`src/hw/rtl/bse_pkg.sv`:
```
// Shared types and constants of the border state expander.
// Holds the transaction structs, the cell type codes and the state flag masks.
// No dependencies.
`default_nettype none

package bse_pkg;

  // Sizes
  localparam int unsigned MaxWidthDef = 21;
  localparam int unsigned StateW      = 64;
  localparam int unsigned CountW      = 64;
  localparam int unsigned PosW        = 5;
  localparam int unsigned MaskW       = 16;
  localparam int unsigned TypeW       = 4;
  localparam int unsigned CfgIdxW     = 2;
  localparam int unsigned CfgDataW    = 5;
  localparam int unsigned NumCand     = 11;
  localparam int unsigned StkShift    = 7;

  // Configuration register indexes
  localparam logic [CfgIdxW-1:0] CfgBumpPos   = 2'd0;
  localparam logic [CfgIdxW-1:0] CfgBorderLen = 2'd1;

  // Cell type codes and type bits
  localparam logic [TypeW-1:0] TEdge  = 4'd0;
  localparam logic [TypeW-1:0] TEmpty = 4'd1;
  localparam logic [TypeW-1:0] TLib   = 4'd2;
  localparam logic [TypeW-1:0] TColor = 4'd1;
  localparam logic [TypeW-1:0] TNeedy = 4'd8;
  localparam logic [TypeW-1:0] THasR  = 4'd4;
  localparam logic [TypeW-1:0] THasL  = 4'd2;

  // State flag masks
  localparam logic [StateW-1:0] FNorm    = 64'h10;
  localparam logic [StateW-1:0] FNdyBump = 64'h20;
  localparam logic [StateW-1:0] FSetEdge = 64'h40;
  localparam logic [StateW-1:0] StkMask  = ~64'h7f;

  typedef struct packed {
    logic [StateW-1:0] current_state;
    logic [CountW-1:0] path_count;
    logic [PosW-1:0]   position;
    logic [MaskW-1:0]  allow_mask;
  } in_item_t;

  typedef struct packed {
    logic [StateW-1:0] next_state;
    logic [CountW-1:0] next_count;
    logic              last;
  } out_item_t;

  // Decoded fields of one input state
  typedef struct packed {
    logic [StateW-1:0] stack;
    logic [TypeW-1:0]  prev;
    logic              norm;
    logic              ndy;
    logic              before_bump;
    logic              at_bump;
    logic              pos_zero;
    logic [StateW-1:0] hi_mask;
    logic [MaskW-1:0]  allow;
    logic [CountW-1:0] count;
  } dec_t;

  // All candidate successors of one input with their keep bits
  typedef struct packed {
    logic [NumCand-1:0][StateW-1:0] cand;
    logic [NumCand-1:0]             keep;
    logic [CountW-1:0]              count;
  } cset_t;

endpackage

`default_nettype wire

```
`src/hw/rtl/border_state_expander.sv`:
```
// Border state expander: expands one packed border state into its kept
// successor states for one column of a transfer-matrix border count.
//
// Input: an item is taken at a clock edge with start high and busy low.
// Results leave on result_o, one per cycle, each marked by valid_o for one
// cycle; result_o.last flags the final successor of an item. An item with no
// kept successor produces nothing. The receiver cannot hold results off.
// Configuration: cfg_valid_i with cfg_index_i selects bump position (0) or
// border length (1); cfg_ready_o is always high. Writes take effect on the
// next item and belong in idle periods.
// Path: an item passes the decode stage, the expand stage, the serializer load
// and the result register before its first result leaves.
// Rate: the serializer takes a new candidate set only while it sends the last
// successor of the previous set or holds none, so the single result port sets
// the rate; an item has at most nine kept successors.
// busy goes high once both pipeline stages hold items that cannot advance.
// Reset clears the pipeline and sets bump position 0, border length MaxWidth.
`default_nettype none

module border_state_expander #(
  parameter int unsigned MaxWidth = bse_pkg::MaxWidthDef
) (
  input  wire logic                            clk_i,
  input  wire logic                            rst_ni,
  input  wire logic                            start,
  output logic                                 busy,
  input  wire bse_pkg::in_item_t               item_i,
  output logic                                 valid_o,
  output bse_pkg::out_item_t                   result_o,
  input  wire logic                            cfg_valid_i,
  output logic                                 cfg_ready_o,
  input  wire logic [bse_pkg::CfgIdxW-1:0]     cfg_index_i,
  input  wire logic [bse_pkg::CfgDataW-1:0]    cfg_wdata_i
);

  localparam int unsigned BlW = $clog2(MaxWidth + 1);

  logic [bse_pkg::PosW-1:0] bump_q, bump_d;
  logic [BlW-1:0]           bl_q, bl_d;
  logic                     dec_rdy, dec_v, exp_rdy, exp_v, ser_rdy;
  bse_pkg::dec_t            dec;
  bse_pkg::cset_t           cset;

  assign cfg_ready_o = 1'b1;

  // Decode configuration writes; saturate the border length
  always_comb begin
    bump_d = bump_q;
    bl_d   = bl_q;
    if (cfg_valid_i) begin
      unique case (cfg_index_i)
        bse_pkg::CfgBumpPos: bump_d = cfg_wdata_i;
        bse_pkg::CfgBorderLen: begin
          if (32'(cfg_wdata_i) > MaxWidth) begin
            bl_d = BlW'(MaxWidth);
          end else begin
            bl_d = BlW'(cfg_wdata_i);
          end
        end
        default: ;
      endcase
    end
  end

  always_ff @(posedge clk_i or negedge rst_ni) begin
    if (!rst_ni) begin
      bump_q <= '0;
      bl_q   <= BlW'(MaxWidth);
    end else begin
      bump_q <= bump_d;
      bl_q   <= bl_d;
    end
  end

  assign busy = !dec_rdy;

  bse_decode #(
    .BlW (BlW)
  ) u_decode (
    .clk_i        (clk_i),
    .rst_ni       (rst_ni),
    .valid_i      (start),
    .item_i       (item_i),
    .bump_pos_i   (bump_q),
    .border_len_i (bl_q),
    .ready_o      (dec_rdy),
    .valid_o      (dec_v),
    .dec_o        (dec),
    .ready_i      (exp_rdy)
  );

  bse_expand u_expand (
    .clk_i   (clk_i),
    .rst_ni  (rst_ni),
    .valid_i (dec_v),
    .dec_i   (dec),
    .ready_o (exp_rdy),
    .valid_o (exp_v),
    .set_o   (cset),
    .ready_i (ser_rdy)
  );

  bse_serialize u_serialize (
    .clk_i    (clk_i),
    .rst_ni   (rst_ni),
    .valid_i  (exp_v),
    .set_i    (cset),
    .ready_o  (ser_rdy),
    .valid_o  (valid_o),
    .result_o (result_o)
  );

  // Successors of one transaction leave in consecutive cycles
  a_burst_contiguous : assert property (@(posedge clk_i) disable iff (!rst_ni)
    valid_o && !result_o.last |=> valid_o)
    else $error("result burst broken before last");

  // A serializer holding more than one pending successor emits next cycle
  a_pending_emits : assert property (@(posedge clk_i) disable iff (!rst_ni)
    !ser_rdy |=> valid_o)
    else $error("pending successors not emitted");

  // Border length never exceeds the configured maximum
  a_len_bound : assert property (@(posedge clk_i) disable iff (!rst_ni)
    cfg_valid_i && (cfg_index_i == bse_pkg::CfgBorderLen) |=> 32'(bl_q) <= MaxWidth)
    else $error("border length above maximum");

endmodule

`default_nettype wire

```
`src/hw/rtl/bse_decode.sv`:
```
// Stage one of the expander: splits the packed state into type, flags and stack,
// compares the column against the bump and builds the stack fit mask.
// Depends on bse_pkg.
`default_nettype none

module bse_decode #(
  parameter int unsigned BlW = 5
) (
  input  wire logic                         clk_i,
  input  wire logic                         rst_ni,
  input  wire logic                         valid_i,
  input  wire bse_pkg::in_item_t            item_i,
  input  wire logic [bse_pkg::PosW-1:0]     bump_pos_i,
  input  wire logic [BlW-1:0]               border_len_i,
  output logic                              ready_o,
  output logic                              valid_o,
  output bse_pkg::dec_t                     dec_o,
  input  wire logic                         ready_i
);

  logic          v_q;
  bse_pkg::dec_t dec_d, dec_q;
  logic [6:0]    lim_sum;
  logic [6:0]    pos_ext;
  logic [6:0]    shift_amt;

  assign ready_o = !v_q || ready_i;

  // Decode the state fields and the fit limit
  always_comb begin
    dec_d.prev  = item_i.current_state[6] ? bse_pkg::TEdge
                                          : item_i.current_state[3:0];
    dec_d.norm  = item_i.current_state[4];
    dec_d.ndy   = item_i.current_state[5];
    dec_d.stack = item_i.current_state & bse_pkg::StkMask;
    dec_d.before_bump = (bump_pos_i != '0) &&
                        (item_i.position == bump_pos_i - bse_pkg::PosW'(1));
    dec_d.at_bump  = item_i.position == bump_pos_i;
    dec_d.pos_zero = item_i.position == '0;
    dec_d.allow    = item_i.allow_mask;
    dec_d.count    = item_i.path_count;
    // Keep only states that are zero at and above bit 7 + length - position
    lim_sum   = 7'(bse_pkg::StkShift) + 7'(border_len_i);
    pos_ext   = 7'(item_i.position);
    shift_amt = lim_sum - pos_ext;
    if (lim_sum <= pos_ext) begin
      dec_d.hi_mask = '1;
    end else begin
      dec_d.hi_mask = {bse_pkg::StateW{1'b1}} << shift_amt[5:0];
    end
  end

  // Advance when the next stage is free
  always_ff @(posedge clk_i or negedge rst_ni) begin
    if (!rst_ni) begin
      v_q <= 1'b0;
    end else if (ready_o) begin
      v_q <= valid_i;
    end
  end

  always_ff @(posedge clk_i) begin
    if (ready_o && valid_i) begin
      dec_q <= dec_d;
    end
  end

  assign valid_o = v_q;
  assign dec_o   = dec_q;

endmodule

`default_nettype wire

```
`src/hw/rtl/bse_expand.sv`:
```
// Stage two of the expander: builds all candidate successors of one state
// and tests each against the allow mask and the stack fit mask.
// Depends on bse_pkg.
`default_nettype none

module bse_expand (
  input  wire logic            clk_i,
  input  wire logic            rst_ni,
  input  wire logic            valid_i,
  input  wire bse_pkg::dec_t   dec_i,
  output logic                 ready_o,
  output logic                 valid_o,
  output bse_pkg::cset_t       set_o,
  input  wire logic            ready_i
);

  logic                              v_q;
  bse_pkg::cset_t                    set_d, set_q;
  logic [bse_pkg::NumCand-1:0]       en;
  logic [1:0]                        lib_en, ndy_en, cls_en;
  logic [bse_pkg::StateW-1:0]        norm_f, ndy_f, se0, se_cl;
  logic [bse_pkg::StateW-1:0]        lib_se, ndy_c, znorm, se_n;
  logic [bse_pkg::TypeW-1:0]         cb;

  assign ready_o = !v_q || ready_i;

  // Decide which moves are legal for each color
  always_comb begin
    for (int c = 0; c < 2; c++) begin
      lib_en[c] = !dec_i.prev[3] || (dec_i.prev[0] != 1'(c));
      ndy_en[c] = !(dec_i.at_bump && (c == 0)) &&
                  ((dec_i.prev == bse_pkg::TEdge) ||
                   ((dec_i.prev != bse_pkg::TEmpty) && (dec_i.prev[0] != 1'(c))));
      cls_en[c] = !(dec_i.at_bump && (c == 0)) &&
                  (|dec_i.stack[bse_pkg::StateW-1:8]) &&
                  (dec_i.stack[bse_pkg::StkShift] == 1'(c)) &&
                  !((dec_i.prev == bse_pkg::TEmpty) ||
                    (dec_i.prev == (bse_pkg::TLib | 4'(c))) ||
                    ((dec_i.prev & (bse_pkg::TNeedy | bse_pkg::THasR | bse_pkg::TColor))
                      == (bse_pkg::TNeedy | 4'(c))));
    end
  end

  // Build the candidates in emission order
  always_comb begin
    norm_f = dec_i.norm ? bse_pkg::FNorm : '0;
    ndy_f  = dec_i.ndy ? bse_pkg::FNdyBump : '0;
    se0    = dec_i.before_bump ? bse_pkg::FSetEdge : '0;
    se_cl  = (dec_i.before_bump &&
              ((dec_i.prev & (bse_pkg::TNeedy | bse_pkg::THasR))
                == (bse_pkg::TNeedy | bse_pkg::THasR))) ? bse_pkg::FSetEdge : '0;
    lib_se = '0;
    ndy_c  = '0;
    znorm  = '0;
    se_n   = '0;
    cb     = '0;

    set_d.cand[0] = dec_i.stack | se0 | ndy_f | norm_f | 64'(bse_pkg::TEmpty);
    en[0]         = !dec_i.prev[3];

    for (int c = 0; c < 2; c++) begin
      cb     = 4'(c);
      lib_se = (dec_i.before_bump && ((dec_i.prev == bse_pkg::TEmpty) ||
                (dec_i.prev == (bse_pkg::TLib | cb)))) ? bse_pkg::FSetEdge : '0;
      ndy_c  = ((c == 1) && dec_i.at_bump) ? bse_pkg::FNdyBump : ndy_f;
      znorm  = dec_i.pos_zero ? ((c == 1) ? bse_pkg::FNorm : '0) : norm_f;
      // the white needy pair keeps the edge flag chosen by the black closing pair
      se_n   = ((c == 1) && cls_en[0]) ? se_cl : se0;

      set_d.cand[1 + 5*c] = dec_i.stack | ndy_f | ((c == 0) ? bse_pkg::FNorm : '0) |
                            64'(bse_pkg::TLib | cb) | lib_se;
      set_d.cand[2 + 5*c] = dec_i.stack | se_n | ndy_c | znorm |
                            64'(bse_pkg::TNeedy | cb);
      set_d.cand[3 + 5*c] = (dec_i.stack << 1) | (64'(cb) << bse_pkg::StkShift) |
                            ndy_c | znorm |
                            64'(bse_pkg::TNeedy | bse_pkg::THasR | cb);
      set_d.cand[4 + 5*c] = dec_i.stack | se_cl | ndy_c | norm_f |
                            64'(bse_pkg::TNeedy | bse_pkg::THasL | bse_pkg::THasR | cb);
      set_d.cand[5 + 5*c] = ((dec_i.stack >> 1) & bse_pkg::StkMask) | se_cl | ndy_c |
                            norm_f | 64'(bse_pkg::TNeedy | bse_pkg::THasL | cb);

      en[1 + 5*c] = lib_en[c];
      en[2 + 5*c] = ndy_en[c];
      en[3 + 5*c] = ndy_en[c];
      en[4 + 5*c] = cls_en[c];
      en[5 + 5*c] = cls_en[c];
    end

    // Filter by allowed type and stack fit
    for (int i = 0; i < int'(bse_pkg::NumCand); i++) begin
      set_d.keep[i] = en[i] && dec_i.allow[set_d.cand[i][3:0]] &&
                      ((set_d.cand[i] & dec_i.hi_mask) == '0);
    end
    set_d.count = dec_i.count;
  end

  // Advance when the serializer can take the set
  always_ff @(posedge clk_i or negedge rst_ni) begin
    if (!rst_ni) begin
      v_q <= 1'b0;
    end else if (ready_o) begin
      v_q <= valid_i;
    end
  end

  always_ff @(posedge clk_i) begin
    if (ready_o && valid_i) begin
      set_q <= set_d;
    end
  end

  assign valid_o = v_q;
  assign set_o   = set_q;

endmodule

`default_nettype wire

```
`src/hw/rtl/bse_serialize.sv`:
```
// Output stage of the expander: holds one candidate set and sends its kept
// successors one per cycle, lowest slot first, through a result register.
// Depends on bse_pkg.
`default_nettype none

module bse_serialize (
  input  wire logic            clk_i,
  input  wire logic            rst_ni,
  input  wire logic            valid_i,
  input  wire bse_pkg::cset_t  set_i,
  output logic                 ready_o,
  output logic                 valid_o,
  output bse_pkg::out_item_t   result_o
);

  logic [bse_pkg::NumCand-1:0] pend_d, pend_q;
  logic [bse_pkg::NumCand-1:0] low_bit, rest;
  bse_pkg::cset_t              set_q;
  logic                        out_v_q;
  bse_pkg::out_item_t          out_d, out_q;
  logic                        load;

  // Pick the lowest pending slot
  always_comb begin
    low_bit = pend_q & (~pend_q + 1'b1);
    rest    = pend_q & ~low_bit;
    ready_o = rest == '0;
    load    = valid_i && ready_o;
    pend_d  = load ? set_i.keep : rest;

    out_d.next_state = '0;
    for (int i = 0; i < int'(bse_pkg::NumCand); i++) begin
      out_d.next_state = out_d.next_state |
                         (set_q.cand[i] & {bse_pkg::StateW{low_bit[i]}});
    end
    out_d.next_count = set_q.count;
    out_d.last       = rest == '0;
  end

  // Hold the pending mask and the strobe
  always_ff @(posedge clk_i or negedge rst_ni) begin
    if (!rst_ni) begin
      pend_q  <= '0;
      out_v_q <= 1'b0;
    end else begin
      pend_q  <= pend_d;
      out_v_q <= |pend_q;
    end
  end

  // Load a new set and register the result
  always_ff @(posedge clk_i) begin
    if (load) begin
      set_q <= set_i;
    end
    out_q <= out_d;
  end

  assign valid_o  = out_v_q;
  assign result_o = out_q;

endmodule

`default_nettype wire

```
`config.mk`:
```
export PLATFORM = sky130hd
export DESIGN_NAME = border_state_expander
export DESIGN_NICKNAME = d
export VERILOG_FILES = /design/src/hw/rtl/bse_pkg.sv /design/src/hw/rtl/border_state_expander.sv /design/src/hw/rtl/bse_decode.sv /design/src/hw/rtl/bse_expand.sv /design/src/hw/rtl/bse_serialize.sv
export SDC_FILE = /design/constraint.sdc
export NUM_CORES = 1
export LEC_CHECK = 0
export ABC_AREA = 1
export BUFFER_PORTS_ARGS = -buffer_cell sky130_fd_sc_hd__buf_4
export CORE_UTILIZATION = 57
export DETAILED_ROUTE_END_ITERATION = 6
export PLACE_DENSITY = 0.79
export SLEW_MARGIN = 20
export SYNTH_ARGS = -nofsm -noshare
export SYNTH_HDL_FRONTEND = slang
export SYNTH_SLANG_ARGS = --single-unit
```
`constraint.sdc`:
```
create_clock -name clk_i -period 12.3 [get_ports clk_i]
set_input_delay 0 -clock clk_i [delete_from_list [all_inputs] [get_ports clk_i]]
set_output_delay 0 -clock clk_i [all_outputs]
set_load 0.01 [all_outputs]
```
* Word level (Yosys, flattened, before mapping) *
Cells that the tools add are included.

word-level totals
  latch bits = 0
  output and inout port bits = 132
  memories kept = 0
  input port bits = 160
  flip-flop bits (word level) = 1868
  bits in writable memories = 0
  word-level logic and storage cells = 239
  bits in read-only memories = 0

cells by class
  div/mod/pow operators = 0
  multipliers = 0
  reduce and logical (&&, ||, !) cells = 74
  add/sub/neg operators = 4
  equality and inequality tests = 10
  magnitude comparators = 12
  muxes and demuxes = 32
  shifts and indexed selects = 1
  bitwise operators = 62

operators by type and width
  kind                     number
  $or A64 B64 Y64          33
  $and A64 B64 Y64         22
  $logic_not A64 Y1        11
  $mux W64                 4
  $or A63 B64 Y64          1
  $shl A64 B6 Y64 const A  1
  $reduce_or A56 Y1        1
  $lt A4 B5 Y1 const B     10
  $logic_and A1 B1 Y1      37
  $mux W7                  4
  $and A11 B11 Y11         2
  $not A11 Y11             2
  $mux W1                  13
  $add A11 B1 Y11 const B  1
  $logic_not A11 Y1        1
  $mux W11                 1
  $reduce_or A11 Y1        1
  $eq A5 B5 Y1             2
  $logic_or A1 B1 Y1       10
  $mux W5                  2
  $bmux W1 S4              2
  $eq A4 B2 Y1 const B     2
  $le A7 B5 Y1             1
  $logic_not A1 Y1         7
  18 further kinds         24

* Longest topological paths before layout *
Gate-level depths: netlist of run 1.

  depth after elaboration = 14
  depth in mapped cells = 15
  depth with buffers taken out = 14

* Hierarchy *
From an unflattened synthesis of run 1, not the netlist that was laid out.

unflattened totals
  cells, all modules = 4101
  area, all modules = 51999.9 µm²

by module, submodules not included
  module                 times used  sequential area each (µm²)  cells an instance  area each (µm²)
  bse_serialize          1           25944.9                     2195               31830.5
  bse_expand             1           4739.5                      1317               11763.8
  bse_decode             1           6301.0                      539                7961.4
  border_state_expander  1           254.0                       50                 444.2

* Worst setup path after synthesis of run 1 *
Ideal clock, no wire load.

  path kind = register -> register
  start = reg u_serialize.pend_q[1] in the netlist's numbering
  end = reg u_expand.set_q, in the netlist u_expand.set_o[0] (enable)
  stages on the path, launching flop included = 8
  path slack = 3.633 ns
  required time = 11.610 ns
  buffers on the path = 0
  setup time = 0.690 ns
  period minus slack after synthesis = 8.667 ns
  arrival time = 7.977 ns
  path through = dfrtp_1 > nor2_4 > nand3_4 > nor2_2 > nor2_1 > nor2_2 > nand2_2 > a21oi_1

on the way
  longest elaborated chain between the ends = 8

RTL lines
  element                   RTL line             source
  start: declaration        bse_serialize.sv:16  logic [bse_pkg::NumCand-1:0] pend_d, pend_q;
  start signal: assignment  bse_serialize.sv:46  pend_q <= pend_d;
  $not A11 Y11              bse_serialize.sv:25  low_bit = pend_q & (~pend_q + 1'b1);
  $add A11 B1 Y11           bse_serialize.sv:25
  $and A11 B11 Y11          bse_serialize.sv:25
  $not A11 Y11              bse_serialize.sv:26  rest = pend_q & ~low_bit;
  $and A11 B11 Y11 (*)      bse_serialize.sv:26
  $logic_not A11 Y1 (*)     bse_serialize.sv:27  ready_o = rest == '0;
  $logic_or A1 B1 Y1 (*)    bse_expand.sv:25     assign ready_o = !v_q || ready_i;
  $logic_and A1 B1 Y1 (*)   bse_expand.sv:107    if (ready_o && valid_i) begin
  end signal: assignment    bse_expand.sv:108    set_q <= set_d;
  end: declaration          bse_expand.sv:18     bse_pkg::cset_t set_d, set_q;

Every way passes the cells marked *; elsewhere a longest branch is shown, timed or not.
A chain may end at the register's enable or synchronous reset.

* Final worst setup path of run 1 *
  start = reg bl_q[0]
  end = reg u_decode.dec_q, in the netlist u_decode.dec_o[86], data pin

on the way
  longest elaborated chain between the ends = 3
  elaborated cells between the ends (all ways) = 4
  those cells by class = 2 x add/sub; 1 x order compare; 1 x shift

RTL lines
  element                   RTL line                     source
  start: declaration        border_state_expander.sv:39  logic [BlW-1:0] bl_q, bl_d;
  start signal: assignment  border_state_expander.sv:68  bl_q <= BlW'(MaxWidth);
  start signal: assignment  border_state_expander.sv:71  bl_q <= bl_d;
  $add A3 B5 Y6 (*)         bse_decode.sv:43             lim_sum = 7'(bse_pkg::StkShift) + 7'(border_len_i);
  $sub A6 B5 Y6             bse_decode.sv:45             shift_amt = lim_sum - pos_ext;
  $shl A64 B6 Y64           bse_decode.sv:49             dec_d.hi_mask = {bse_pkg::StateW{1'b1}} << shift_amt[5:0];
  end signal: assignment    bse_decode.sv:64             dec_q <= dec_d;
  end: declaration          bse_decode.sv:22             bse_pkg::dec_t dec_d, dec_q;

Marks and branches as above.

==> results of run 1 <==
[layer usage]
metal,track usage,vias up,routed length (µm)
li1,-,6872,-
met1,0.380,7108,23200
met2,0.503,645,29400
met3,0.0484,139,3860
met4,0.123,0,2120
met5,0,-,0
[what timing repair did]
action,CTS,global route
endpoints found under the hold margin,176,0
hold buffers,166,0
buffers inserted,0,0
[cell families (layout without fill, tap and decap cells)]
family,Yosys count,after routing,share of synthesized area
AO/OA/AOI/OAI,106,106,0.0269
XOR/XNOR,12,12,0.00470
adder cells (fa/ha/maj),8,8,0.00482
buffers and inverters,153,688,0.0288
flip-flops,630,630,0.784
multiplexers,1,1,0.000504
other,1,5,0.000168
AND/OR/NAND/NOR,803,803,0.150
[critical path, stage by stage (launching register included)]
cell and delay, ns:
dfstp_2 0.55, inv_1 0.06, ha_1 0.22, a21oi_1 0.19, xor2_1 0.17, ha_1 0.31, a21oi_1 0.24, nand3_1 0.15
nand2_1 0.37, clkinv_1 0.91, o31ai_1 0.52
[power breakdown]
part           switching (mW)  total [mW]  internal [mW]
combinational            1.39        2.06          0.666
clock                   0.786        1.84           1.05
sequential              0.559        4.23           3.67
[synth_stat cells, drive strengths merged, types with 4 or more instances]
master / instances
inv: 120
nor3b: 4
edfxtp: 477
dfxtp: 129
nand3: 102
dfrtp: 21
nand4: 23
nor2: 123
a21oi: 18
clkbuf: 8
buf: 23
a22o: 5
nand3b: 4
o211ai: 7
nor3: 28
and3: 5
nand2: 507
ha: 7
or2: 4
xor2: 9
o21ai: 64
[registers in the layout, indices dropped and copies added, names as in the netlist]
name and cells:
bl_q 5, bump_q 5, u_decode.dec_o 204, u_decode.valid_o 1, u_expand.set_o 142, u_expand.valid_o 1, u_serialize.out_d 64, u_serialize.pend_q 11
u_serialize.result_o 129, u_serialize.set_q 67, u_serialize.valid_o 1
[final timing paths]
check | start | to | slack (ns) | depth (start not counted)
max | bl_q[0] | u_decode.dec_o[86] | 8.38 | 10
max in group asynchronous | rst_ni | u_serialize.pend_q[7] | 11.23 | 4
min in group asynchronous | rst_ni | bl_q[0] | 0.52 | 3
min | item_i[63] | u_decode.dec_o[42] | 0.1 | 2
min reg2reg | u_serialize.out_d[33] | u_serialize.result_o[33] | 0.34 | 0
max reg2reg | bl_q[0] | u_decode.dec_o[86] | 8.38 | 10
[cell type report]
class	count	area [µm²]	area share
Antenna cell	4	10.0	0.000349
Clock buffer	81	1620	0.0564
Clock inverter	26	349	0.0122
Inverter	122	467	0.0163
Multi-Input combinational cell	931	4210	0.147
Sequential cell	630	17500	0.611
Tap cell	518	648	0.0226
Timing Repair Buffer	459	3860	0.134
[metrics by stage]
| step | instances | power [mW] |
|---|---|---|
| after global routing | 2770 | 8.53 |
| after global placement | 2494 | 6.08 |
| after detailed placement | 2494 | 6.18 |
| final | 2771 | 8.13 |
| after CTS | 2767 | 8.08 |
| after floorplan | 1714 | 5.34 |
[placed cells by master (no fill, tap or decap), types with 6 or more instances in the layout]
master,instances
nand3_1,100
nor2_1,114
o211ai_1,7
nor2_2,6
clkbuf_1,15
bufinv_16,6
clkbuf_16,58
clkinv_2,12
xor2_1,9
nor3_1,28
buf_4,293
nand4_1,23
a21oi_1,17
dlygate4sd3_1,165
clkbuf_8,8
dfrtp_1,21
dfxtp_1,129
nand2_1,505
ha_1,7
edfxtp_1,477
inv_1,118
o21ai_0,60
==> impl_metrics.toml, run 1 <==
[logic_synthesis]
netlist_instances = 1714
synth_warnings = 0
seq_area_frac_synth = 0.784
synth_fp_nets = 1882
synth_area_leaders = "edfxtp_1 64%, dfxtp_1 12%, nand2_1 8.5%"
synth_area_mm2 = 0.0223
synth_edf_count = 477
synth_top_area_frac = 0.641
synth_top_flop_cell = "edfxtp_1"
synth_cell_types = 47
synth-seq-cells = 630
avgSynthCellArea_um2 = 13.0
synth_area_leader_cell = "edfxtp_1"
synthArstFlopShare = 0.0381

[sta]
min_period_ns = 3.92
fin_skew_ns = 0.0245
rsz0062_at_grt = "false"
worst_slew_pin_slew_ns = 1.07
drv_slew = 0
fmax_mhz = 255
tns_ns = 0
setup_viol = 0
timing.final.crit_share = 0.319
fin_ws_ns = 8.38
hold_ws_ns = 0.0964
slew_headroom = 0.287
hold_viol_final = 0

[cells_and_area]
design_area_mm2 = 0.0287
drive_above_1_share = 0.184
nNetsFinal = 2369
utilization = 0.742
area_growth_pct = 28.3
fill_cells = 2369

[setup_path]
critPathCaptureType = "flip-flop"
start_kind = "flip-flop"
cp_data_required_time_ns = 12.71
crit_fanout = 44
crit_type = "flip-flop to flip-flop"
worst-endpoint-arrival_ns = 4.33

[floorplanning]
die_w_um = 200
core_mm2 = 0.0386
num_rows = 72
die_h_um = 200
die-area_mm2 = 0.0400
top_level_ports = 292
initial_utilization = 0.578

[global_route]
overflow = 0
track_usage = 0.296
grt_pass1_wl_um = 86300
grt_pass1_vias = 14652
grt_max_degree = 126
antenna_found_initial = 3

[route]
vias = 14764
drt_iter0_drc = 1381
drc = 0
ant_nets = 0
wl_um = 58600
via_per_inst = 5.33
avgRoutedWirePerCell_um = 21.1
dr.pass1.iters = 6

[clock_network]
cts_tree = "yes"
cts.reportedPaths.clkPinSlew_ns = 0.06
clockBufferDepth = 3
cts_max_level = 2
clk_latency_ns = 0.63
clock-root-buffer = "clkbuf_16"
clkSinkCount = 630
cts_resized = 0
cts_buffers = 57

[pwr]
irDropWorstVdd_uv = 208
pwr_density_cell_mw_per_mm2 = 283
p_leak_nw = 11.4

[flow_run]
cap_violations = 0

[placed_design]
dpl.hpwl_um = 37100
numPortBuffers = 285
place.gp.congestion = 0.950
placed_cell_area_mm2 = 0.0250
pre_cts_ws_ns = 8.41

[hold_path]
min_path_type = "input pin to flip-flop"

[outcome]
outcome = "finished clean"
Note: power is estimated with default switching activity, not from simulation.
==> run 2: changes to the inputs <==
- clock period: 12.3 -> 3.8 ns (I/O delays scaled with it)
==> run 2 against run 1 <==
Sequential cell count unchanged; count of clock-buffer cells in the layout up 5; clock power rose to 3.2 times the previous value; routed wire length increased by 5.0%; utilization grew 0.58 points; via count increased by 3.0%; final cell count rose by 0.51%; first-iteration DRC count decreased by 7.1%; design area rose by 0.78%; critical path depth is 3 higher; register-to-register slack got worse by 7.8 ns; non-clock buffer count increased by 14; largest cell class unchanged; largest power group unchanged.
==> impl_metrics.toml, run 2 (synthesis results as in run 1) <==
[outcome]
outcome = "finished clean"

[sta]
rsz0062_at_grt = "false"
slew_headroom = 0.483
fin_ws_ns = 0.592
fmax_mhz = 312
min_period_ns = 3.21
worst_slew_pin_slew_ns = 0.770
timing.final.crit_share = 0.844
setup_viol = 0
hold_viol_final = 0
fin_skew_ns = 0.0332
drv_slew = 0

[pwr]
irDropWorstVdd_uv = 563
p_leak_nw = 11.5
pwr_density_cell_mw_per_mm2 = 924
total_power_mw = 26.7

[placed_design]
pre_cts_ws_ns = 0.727
place.gp.congestion = 0.976
dpl.hpwl_um = 38300
numPortBuffers = 285

[setup_path]
worst-endpoint-arrival_ns = 3.55
r2r_start = "bl_q[0]"
cpMostUsedCell = "nand2_1"
start_kind = "flip-flop"
crit_fanout = 43
startpoint = "bl_q[0]"
ff2ff_setup_slack_ns = 0.59
cp_data_required_time_ns = 4.15
endpoint = "u_decode.dec_o[90]"
crit_type = "flip-flop to flip-flop"
critPathCaptureType = "flip-flop"
critPathMaxStageDelay_ns = 0.56
path_cells = "inv_1 > ha_1 > a21oi_1 > xor2_1 > ha_1 > nand2_1 > nor2_1 > nand2_1 > nand3_1 > nand2_1 > clkinv_1 > buf_4 > o21ai_0"
rr_worst_depth = 13
timing.rr.end = "u_decode.dec_o[90]"
cpMaxStageDelayCell = "dfstp_2"

[floorplanning]
die-area_mm2 = 0.0400
die_h_um = 200
die_w_um = 200
num_rows = 72
top_level_ports = 292
core_mm2 = 0.0386
initial_utilization = 0.578

[clock_network]
clockBufferDepth = 3
clock-root-buffer = "clkbuf_16"
cts_max_level = 2
cts.reportedPaths.clkPinSlew_ns = 0.07
clkSinkCount = 630
clk_latency_ns = 0.65
cts_buffers = 58
cts_setup_buffers = 0
cts_hold_buf = 168
cts_resized = 0
cts_tree = "yes"

[hold_path]
min_path_type = "input pin to flip-flop"
hp-start = "item_i[28]"

[flow_run]
cap_violations = 0

[cells_and_area]
fill_cells = 2290
final_common_cell = "nand2_1"
final_cell_mix = "504 x nand2_1, 477 x edfxtp_1, 296 x buf_4"
multi_input_area_mm2 = 0.00423
register_area_mm2 = 0.0175
area_growth_pct = 29.3
drive_above_1_share = 0.188
largest_reg_flops = 204
nNetsFinal = 2384

[route]
drc = 0
avgRoutedWirePerCell_um = 22.1
drt_iter0_drc = 1283
via_per_inst = 5.46
vias = 15205
dr.pass1.iters = 6
wl_um = 61500
ant_nets = 0

[global_route]
grt_max_degree = 85
overflow = 0
grt_pass1_vias = 15156
grt_pass1_wl_um = 90000
track_usage = 0.310
antenna_found_initial = 2
run 2: layout make-up:
type                    count  share of cell area
inverters                 122              0.0160
repair buffers            473               0.142
clock inverters            23             0.00983
flip-flops and latches    630               0.606
diodes                      2            0.000173
well taps                 518              0.0224
clock buffers              86              0.0574
multi-input cells         931               0.146
run 2: worst min-delay path by stage:
stage | endpoint | slack [ns] | depth (start not counted)
finish | u_decode.dec_o[7] | 0.08 | 2
global route | u_decode.dec_o[7] | 0.07 | 2
CTS | u_decode.dec_o[35] | 0.05 | 2
detailed placement | u_serialize.pend_q[8] | -0.06 | 1
global placement | u_serialize.valid_o | -0.07 | 1
floorplan | bl_q[1] | -0.30 | 0
run 2: report_power, final:
part,internal (mW),switching (mW)
clock,3.32,2.61
combinational,2.41,4.62
sequential,11.8,1.92
total,17.6,9.15
run 2: worst max-delay path, delay by kind of cell, from the launching register on:
| kind | cells | cell delay [ns] |
|---|---|---|
| fa+ha+maj | 2 | 0.60 |
| flops | 1 | 0.56 |
| buf+inv | 3 | 0.54 |
| simple gates | 5 | 0.73 |
| xor+xnor | 1 | 0.09 |
| compound gates | 2 | 0.37 |
run 2: routing by layer:
layer	GRT usage	routed length [µm]	vias up
li1	-	-	6912
met1	0.386	23300	7323
met2	0.533	30800	810
met3	0.0576	4700	160
met4	0.136	2690	0
met5	0	0	-
run 2: stage by stage:
step	TNS [ns]	area (µm²)	hold slack [ns]	utilization	instances
floorplan	-181.16	22400	-0.296	-	1714
global placement	0	25200	-0.0659	0.653	2506
detailed placement	0	25200	-0.0646	0.653	2506
CTS	0	28900	0.0513	0.747	2783
global route	0	28900	0.0652	0.748	2785
finish	0	28900	0.0826	0.748	2785
==> run 3: changes to the inputs <==
- ABC_AREA: 1 -> 0
- clock period: 3.8 -> 3.2 ns (I/O delays scaled with it)
==> run 3 against run 2 <==
The flow now finishes with violations (DRC); design area fell by 2.7%; utilization up 1.9 points; via count is 7.8% lower; total power grew 27%; critical path depth shrank 5; register-to-register slack worse by 0.54 ns; routed wire length up 1.1%; global-route usage up 1.7 points; clock skew is 0.012 ns lower; maximum frequency up 1.8%; count of clock-buffer cells in the layout shrank 4.
==> impl_metrics.toml, run 3 <==
[pwr]
clockPowerShare = 0.204
p_switching_mw = 11.8
pwr_density_cell_mw_per_mm2 = 1210
total_power_mw = 34.0
switching_share = 0.349
p_int_mw = 22.1
p_leak_nw = 10.6
pwr-share-comb = 0.305
irDropWorstVdd_uv = 963
sequentialPowerShare = 0.492

[logic_synthesis]
synthTopCellsByCount = "477 x edfxtp_1, 129 x dfxtp_1, 80 x inv_1"
synth_fp_nets = 1407
synth_compound_area_frac = 0.0910
synth_cell_types = 63
synth_area_leaders = "edfxtp_1 67%, dfxtp_1 12%, a222oi_1 2.7%"
synth_edf_count = 477
synth.most_common_cell = "edfxtp_1"
avgSynthCellArea_um2 = 17.2
synth_top_area_frac = 0.672
synthArstFlopShare = 0.0381
synth_top_family_by_area = "compound AO/OA/AOI/OAI gates"
synth-simple-area-share = 0.0500
synthXorXnorAreaFrac = 0.00862
seq_area_frac_synth = 0.821
synth_mux_area_frac = 0.00158
synth-seq-cells = 630
synthAdderAreaFrac = 0.00604
synth_warnings = 0
synth_area_mm2 = 0.0213
synth_top_flop_cell = "edfxtp_1"
synth_area_leader_cell = "edfxtp_1"
netlist_instances = 1239

[cells_and_area]
final_common_cell = "edfxtp_1"
register_area_mm2 = 0.0175
layoutNonFillerInstCount = 2290
fill_cells = 1924
largest_reg_flops = 204
multi_input_area_mm2 = 0.00341
nNetsFinal = 1938
final_cell_mix = "477 x edfxtp_1, 329 x buf_4, 166 x dlygate4sd3_1"
drive_above_1_share = 0.249
area_growth_pct = 31.8
utilization = 0.766
design_area_mm2 = 0.0281

[clock_network]
cts_tree = "yes"
clock-root-buffer = "clkbuf_16"
cts_buffers = 58
clk_latency_ns = 0.62
cts_max_level = 2
clkSinkCount = 630
cts_setup_buffers = 0
clockBufferDepth = 3
cts.reportedPaths.clkPinSlew_ns = 0.06

[route]
dr.pass1.iters = 7
drt_iter0_drc = 1857
drc = 66
vias = 14019
via_per_inst = 6.12
avgRoutedWirePerCell_um = 27.1
wl_um = 62200
ant_nets = 0

[global_route]
grt_max_degree = 63
overflow = 0
track_usage = 0.327
antenna_found_initial = 1
grt_pass1_wl_um = 90900
grt_pass1_vias = 14039

[floorplanning]
num_rows = 70
core_mm2 = 0.0367
top_level_ports = 292
die-area_mm2 = 0.0382
die_h_um = 195
die_w_um = 195
initial_utilization = 0.581

[setup_path]
worst-endpoint-arrival_ns = 3.45
crit_fanout = 32
cp_data_required_time_ns = 3.49
crit_type = "flip-flop to flip-flop"
critPathCaptureType = "flip-flop"
start_kind = "flip-flop"

[sta]
hold_viol_final = 0
slew_headroom = 0.538
rsz0062_at_grt = "true"
fin_ws_ns = 0.0477
fin_skew_ns = 0.0213
min_period_ns = 3.15
drv_slew = 0
setup_viol = 0
worst_slew_pin_slew_ns = 0.691
timing.final.crit_share = 0.985
fmax_mhz = 317

[hold_path]
min_path_type = "input pin to flip-flop"

[outcome]
violations = "DRC"
outcome = "finished with violations"

[placed_design]
numPortBuffers = 285
place.gp.congestion = 0.993
dpl.hpwl_um = 38600
pre_cts_ws_ns = 0.128
placed_cell_area_mm2 = 0.0245
dp_cells = 2011

[flow_run]
cap_violations = 0
[run 3: cell count changes after synthesis, moves of 12 or more]
cell,delta
nor4_1,+18
a22o_1,+32
inv_1,-39
buf_2,-12
nand2_1,-458
a222oi_1,+57
a22oi_1,+23
a221oi_1,+26
nor2_1,-73
clkbuf_1,+15
nand3_1,-92
[run 3: final cells by class]
type	instances	share of cell area
flip-flops and latches	630	0.623
well taps	468	0.0208
clock inverters	28	0.0110
diodes	2	0.000178
repair buffers	508	0.156
clock buffers	82	0.0566
multi-input cells	492	0.121
inverters	80	0.0107
[run 3: power groups by stage]
stage / clock [mW] / sequential (mW) / combinational, mW
after detailed placement: 0 / 16.5 / 9.70
after CTS: 6.91 / 16.5 / 10.1
after global routing: 7.30 / 16.9 / 11.0
after global placement: 0 / 16.3 / 9.33
after floorplan: 0 / 16.1 / 4.87
final: 6.92 / 16.7 / 10.4
[run 3: stage by stage]
| stage | hold WS [ns] | TNS, ns |
|---|---|---|
| floorplan | -0.296 | -760.31 |
| finish | 0.0262 | 0 |
| global placement | -0.0751 | 0 |
| detailed placement | -0.0682 | 0 |
| global route | 0.0292 | -0.000279 |
| CTS | 0.00609 | 0 |
[run 3: final timing paths]
path / from / end / slack [ns] / depth (start not counted)
max: u_serialize.pend_q[6] / u_decode.dec_o[175] / 0.05 / 8
min: item_i[17] / u_decode.dec_o[146] / 0.03 / 4
max reg2reg: u_serialize.pend_q[6] / u_decode.dec_o[175] / 0.05 / 8
min reg2reg: u_serialize.out_d[15] / u_serialize.result_o[15] / 0.34 / 0
max in group asynchronous: rst_ni / u_serialize.pend_q[5] / 2.59 / 4
min in group asynchronous: rst_ni / bump_q[2] / 0.44 / 4
[run 3: timing repair]
| item | in CTS | in global routing |
|---|---|---|
| endpoints found under the hold margin | 186 | 0 |
| setup endpoints to repair | 0 | 10 |
| resized for setup | 0 | 3 |
| hold buffers | 167 | 0 |
[run 3: cells by family (layout without fill, tap and decap cells)]
| kind of cell | count (synthesis) | after routing |
|---|---|---|
| flops | 630 | 630 |
| other cells | 1 | 3 |
| compound gates | 253 | 253 |
| simple gates | 204 | 204 |
| fa+ha+maj | 10 | 10 |
| xor+xnor | 21 | 21 |
| buf+inv | 117 | 698 |
| mux | 3 | 3 |
[run 3: routing by layer]
metal  track usage  routed length, µm  vias up  share of wire
li1              -                  -     5951              -
met2         0.552              31100     1004           0.50
met1         0.434              23500     6941           0.38
met4         0.102               1800        0          0.029
met5             0                  0        -              0
met3        0.0615               5820      123          0.094
[run 3: critical path: stages, from the launching register on]
cell and delay (ns):
dfrtp_1 0.40, or4_4 0.56, or3_4 0.39, maj3_2 0.29, or3_4 0.39, and3_4 0.19, nor2b_4 0.13, buf_12 0.22
buf_12 0.25
